**src/hdl/smf_pkg.sv**
```systemverilog
// ----------------------------------------------------------------------------
// smf_pkg: shared types, constants and arithmetic helpers
// Fixed-point helpers for the staggered-grid momentum flux pipeline.
// ----------------------------------------------------------------------------
package smf_pkg;

   localparam int FRAC_BITS  = 16;
   localparam int NUM_STAGES = 9;
   localparam int CFG_BITS   = 31;
   localparam int CSR_IDX_W  = 2;

   localparam logic [CSR_IDX_W-1:0] CSR_INV_DX       = 2'd0;
   localparam logic [CSR_IDX_W-1:0] CSR_INV_DY       = 2'd1;
   localparam logic [CSR_IDX_W-1:0] CSR_INV_REYNOLDS = 2'd2;

   localparam logic [CFG_BITS-1:0] INV_DX_RESET       = 31'd65536;
   localparam logic [CFG_BITS-1:0] INV_DY_RESET       = 31'd65536;
   localparam logic [CFG_BITS-1:0] INV_REYNOLDS_RESET = 31'd655;

   localparam logic signed [31:0] Q_MAX = 32'sh7FFF_FFFF;
   localparam logic signed [31:0] Q_MIN = 32'sh8000_0000;

   localparam logic signed [63:0] WIDE_MAX  = 64'sh0000_0000_7FFF_FFFF;
   localparam logic signed [63:0] WIDE_MIN  = 64'shFFFF_FFFF_8000_0000;
   localparam logic signed [63:0] ROUND_ADD = 64'sd1 <<< (FRAC_BITS - 1);

   localparam logic signed [33:0] SUM_MAX = 34'sh0_7FFF_FFFF;
   localparam logic signed [33:0] SUM_MIN = 34'sh3_8000_0000;

   typedef logic signed [31:0] q_type;
   typedef logic signed [63:0] prod_type;

   typedef struct packed {
      logic  clip;
      q_type val;
   } satq_type;

   typedef struct packed {
      logic [CFG_BITS-1:0] inv_dx;
      logic [CFG_BITS-1:0] inv_dy;
      logic [CFG_BITS-1:0] inv_reynolds;
   } cfg_type;

   typedef struct packed {
      logic  operation;
      q_type center_value;
      q_type east_value;
      q_type west_value;
      q_type north_value;
      q_type south_value;
      q_type cross_plus_a;
      q_type cross_plus_b;
      q_type cross_minus_a;
      q_type cross_minus_b;
   } req_type;

   typedef struct packed {
      logic [NUM_STAGES-1:0] load;
   } stage_ctl_type;

   typedef struct packed {
      logic     operation;
      logic     clip;
      q_type    diff_a;
      q_type    diff_b;
      prod_type lap_x_prod;
      prod_type lap_y_prod;
   } front_type;

   // clip a 34-bit exact sum to the signed 32-bit range
   function automatic satq_type sat_sum(input logic signed [33:0] x);
      satq_type r;
      if (x > SUM_MAX) begin
         r.clip = 1'b1;
         r.val  = Q_MAX;
      end else if (x < SUM_MIN) begin
         r.clip = 1'b1;
         r.val  = Q_MIN;
      end else begin
         r.clip = 1'b0;
         r.val  = x[31:0];
      end
      return r;
   endfunction

   function automatic satq_type add_sat(input q_type a, input q_type b);
      logic signed [33:0] s;
      s = {{2{a[31]}}, a} + {{2{b[31]}}, b};
      return sat_sum(s);
   endfunction

   function automatic satq_type sub_sat(input q_type a, input q_type b);
      logic signed [33:0] s;
      s = {{2{a[31]}}, a} - {{2{b[31]}}, b};
      return sat_sum(s);
   endfunction

   // floor of the half sum; always fits 32 bits
   function automatic q_type avg2(input q_type a, input q_type b);
      logic signed [32:0] s;
      s = {a[31], a} + {b[31], b};
      return s[32:1];
   endfunction

   // round half up, drop the fraction bits, clip
   function automatic satq_type qround(input prod_type p);
      prod_type r;
      prod_type s;
      satq_type o;
      r = p + ROUND_ADD;
      s = r >>> FRAC_BITS;
      if (s > WIDE_MAX) begin
         o.clip = 1'b1;
         o.val  = Q_MAX;
      end else if (s < WIDE_MIN) begin
         o.clip = 1'b1;
         o.val  = Q_MIN;
      end else begin
         o.clip = 1'b0;
         o.val  = s[31:0];
      end
      return o;
   endfunction

   function automatic q_type cfg_to_q(input logic [CFG_BITS-1:0] v);
      return $signed({1'b0, v});
   endfunction

endpackage

```
**src/hdl/smf_ctl.sv**
```systemverilog
// ----------------------------------------------------------------------------
// smf_ctl: pipeline valid and stall control
// Tracks a valid bit per stage and lets each stage load when it is empty or
// its successor moves, so bubbles collapse under backpressure.
// ----------------------------------------------------------------------------
module smf_ctl (
   input  logic                  clock,
   input  logic                  reset,
   input  logic                  req_tvalid,
   output logic                  req_tready,
   output logic                  rsp_tvalid,
   input  logic                  rsp_tready,
   output smf_pkg::stage_ctl_type ctl
);
   import smf_pkg::*;

   logic [NUM_STAGES-1:0] valid_ff;
   logic [NUM_STAGES-1:0] valid_in;
   logic [NUM_STAGES-1:0] move;

   always_comb begin
      move[NUM_STAGES-1] = !valid_ff[NUM_STAGES-1] || rsp_tready;
      for (int k = NUM_STAGES - 2; k >= 0; k--) begin
         move[k] = !valid_ff[k] || move[k+1];
      end
   end

   always_comb begin
      valid_in[0] = move[0] ? req_tvalid : valid_ff[0];
      for (int k = 1; k < NUM_STAGES; k++) begin
         valid_in[k] = move[k] ? valid_ff[k-1] : valid_ff[k];
      end
   end

   always_ff @(posedge clock) begin
      if (reset) begin
         valid_ff <= '0;
      end else begin
         valid_ff <= valid_in;
      end
   end

   assign ctl.load   = move;
   assign req_tready = move[0];
   assign rsp_tvalid = valid_ff[NUM_STAGES-1];

endmodule

```
**config.mk**
```make
export PLATFORM = sky130hd
export DESIGN_NAME = smf_ctl
export DESIGN_NICKNAME = d
export VERILOG_FILES = /design/src/hdl/smf_pkg.sv /design/src/hdl/smf_ctl.sv
export SDC_FILE = /design/constraint.sdc
export NUM_CORES = 1
export LEC_CHECK = 0
export ABC_AREA = 1
export BUFFER_PORTS_ARGS = -buffer_cell sky130_fd_sc_hd__buf_2
export CAP_MARGIN = 10
export CELL_PAD_IN_SITES_DETAIL_PLACEMENT = 1
export CELL_PAD_IN_SITES_GLOBAL_PLACEMENT = 1
export CORE_AREA = 2 2 39 41
export CTS_CLUSTER_SIZE = 28
export DETAILED_ROUTE_END_ITERATION = 6
export DIE_AREA = 0 0 41 43
export PLACE_DENSITY_LB_ADDON = 0.15
export RECOVER_POWER = 50
export SYNTH_ARGS = -nofsm -noshare
export SYNTH_HDL_FRONTEND = slang
export SYNTH_SLANG_ARGS = --single-unit
```
**constraint.sdc**
```tcl
create_clock -name clock -period 2.6 [get_ports clock]
set_input_delay 0.26 -clock clock [delete_from_list [all_inputs] [get_ports clock]]
set_output_delay 0.26 -clock clock [all_outputs]
set_load 0.1 [all_outputs]
```
==> impl_results.md <==
- Number of buffers added on ports: 14
- Actual slew at the worst max-slew pin: approximately 1.2 ns
- Area used by sequential logic in the layout: around 180 um^2
- Post-synth EDFFs: 0
- Fin area: approximately 460 um^2
- Violation count after the first detailed-route iteration: 0
- Worst IR drop on VDD: between 0.00015 and 0.0002 V
- Number of rows created at floorplan: 14
- Total negative slack for setup checks: 0 ns
- Number of diodes added for antenna fixing: 0
- Critical Path Sink Type: output pin
- RSZ-0062 raised after global routing: false
- Final clock period utilization by the worst path: 0.7811
- Startpoint type of the worst setup path: flip-flop
- Fill cell total of the finished layout: 176
- Highest clock frequency the design can meet: 492.4 MHz
- Clk sink count: 9
- Multi-input logic area: 116.4 um^2
- Detailed-router iteration count before antenna repair: 1
- CP Data Arrival Time: between 1.5 and 2 ns
- Category of the most critical setup path: flip-flop to output pin
- Clock latency on the worst-skew pair: ~0.25 ns
- FF+latch count, synth: 9
- Dpl cells: 70
- Reported max-cap violation count: 0
- Largest net degree at the start of global routing: 10
- Leakage power: around 0.18 nW
- Count of unique library cells instantiated by Yosys: 13
- Chip Height: 43 um
- Hold bufs inserted after CTS: 0
- Worst hold slack after final layout: 0.2400 ns
- Final count of hold timing violations: 0
- TritonCTS clock tree: yes
- Die X-Extent: 41 um
- Crit path top cell by count: nor2_1
- Post-cts gate resize count: 0
- Routed Wire Length: between 600 and 700 um
- Worst path max stage delay: 0.35 ns
- Number of antenna-violating nets in the routed design: 0
- Flip-flop count of the largest register, all copies and words added: 9
- Yosys warning total: 0
- Global placement routability congestion: 0.5574
- Cell area after technology mapping: ~370 um^2
- Cell with the most instances after synthesis: inv_1
- Cell Pwr Density: 548.5 nW/um^2
- Initial antenna violation count: 0
- Min-Delay Path Class: input pin to flip-flop
- Area grow syn2layout: 25.08%
- Post-detailed-route DRC marker count: 0
- Final Non-Filler Cells: 74
- Largest registers: valid_ff: 9 flops
- Clock slew at reported path FFs: ~0.060 ns
- H-tree depth: 1
- Via count of the routed design: between 300 and 400
- Synth Net Count: 46
- Wire length of the first global-routing pass: slightly below 1000 um
- Ports: 15
- Final setup viols: 0
- Remaining global-route overflow: 0
- Synth top area share: 0.4881
- Number of instances in the synthesized netlist: 42
- Run status: finished clean
- Share of async-settable or async-resettable flops after synthesis: 0
- Via count of the first global-routing pass: about 270
- Utilization after layout: 0.3336
- Placed cell areas: 466.7 um^2
- Critical Path Fanout Max: 3
- All-Layer GR Usage: 0.08669
- Cell chain of the critical path: nand3_1 -> nor2_1 -> nand4_4 -> nor2_1 -> nand3_4 -> buf_2
- Share of cells above drive strength 1: 0.3621
- Number of clock buffers inserted by TritonCTS: 3
- Most frequently used flop master after synthesis: dfxtp_1
- Root buffer selected by CTS: clkbuf_4
- Top post-synthesis cells by count: 11 x inv_1, 9 x dfxtp_1, 7 x a21oi_1, 3 x nor2_1
- Post-CTS setup buffers: 0
- Post-synthesis average cell area: between 8 and 9 um^2
- Cell with the largest stage delay on the worst path: dfxtp_4
- Layout Nets: 63
- Routed wire length per instance: between 8 and 9 um
- Vias per std cell: about 4.1
- Max Root-Sink Buffers: 2
- CP bufs+invs: 1
- Minimum period implied by the final worst setup slack: 2.031 ns
- Area enclosed by the die boundary: 1763 um^2
- Starting utilization of the core area: 0.2667
- Sequential element share of the synthesized area: 0.4881
- Synth area leader: dfxtp_1
- Family with the most delay on the worst path: simple AND/OR/NAND/NOR gates
- Final-report max-slew violation count: 0
- Leading cell types by total area after synthesis: dfxtp_1 49%, inv_1 11%, a21oi_1 9.5%
- Worst-case clock skew: between 0.002 and 0.0025 ns
- Most flops, register: valid_ff
- HPWL reported at the end of detailed placement: 514.4 um
- CP Data Required Time: around 2.3 ns
- Core Box Area: about 1400 um^2
- Worst slew margin relative to its limit: 0.2290
-- layout make-up --
cell class,instances,area share
flip-flops and latches,9,0.3984
multi-input cells,19,0.2520
repair buffers,14,0.1491
inverters,12,0.09756
clock buffers,3,0.04878
well taps,16,0.04336
clock inverters,1,0.01084
-- worst reg2reg max path, cell delays in order (launching register included) --
cell,delay [ns]
dfxtp_4,0.35
nand3_1,0.10
nor2_1,0.23
nand4_4,0.13
nor2_1,0.30
nand3_4,0.11
a21oi_1,0.13
-- power by group --
part           switching, W   total [W]  internal (W)
Combinational    0.00000455  0.00000762    0.00000307
Sequential       0.00000237    0.000142      0.000139
Clock             0.0000473    0.000104     0.0000566
-- cell families (layout without fill, tap and decap cells) --
logic type	Yosys count	in the layout	synth area share
buf+inv	14	30	0.1525
simple gates	11	11	0.2407
flops	9	9	0.4881
compound gates	8	8	0.1186
-- final timing paths --
path                              endpoint                      from  cells after the start  slack, ns
setup reg to reg  valid_ff[0]$_SDFFE_PP0P_  valid_ff[8]$_SDFFE_PP0P_                      6       1.20
hold / removal    valid_ff[0]$_SDFFE_PP0P_                req_tvalid                      3       0.24
setup / recovery                req_tready  valid_ff[8]$_SDFFE_PP0P_                      6       0.57
hold reg to reg   valid_ff[8]$_SDFFE_PP0P_  valid_ff[7]$_SDFFE_PP0P_                      2       0.45
-- layer usage --
layer	part of all wire	global-route usage	vias up
li1	-	-	157
met1	0.43	0.08795	140
met2	0.50	0.1281	9
met3	0.072	0.03141	0
met4	0	0.08000	0
met5	0	0	-
-- metrics by stage --
step | worst slack, ns | power [W]
3_5_place_dp | 0.9823 | 0.0001538
2_1_floorplan | -0.1003 | 0.0001505
6_report | 0.5690 | 0.0002532
4_1_cts | 0.7804 | 0.0002631
3_3_place_gp | 0.9774 | 0.0001538
5_1_grt | 0.3885 | 0.0002701
-- cell usage in the layout (no fill, tap or decap), drive strengths merged --
| cell | instances |
|---|---|
| buf | 13 |
| inv | 11 |
| dfxtp | 9 |
| a21oi | 8 |
| nor2 | 5 |
| clkbuf | 4 |
| nand2 | 3 |
| nand3 | 2 |
| clkinv | 2 |
| nand4 | 1 |
Note: power is estimated with default switching activity, not from simulation.
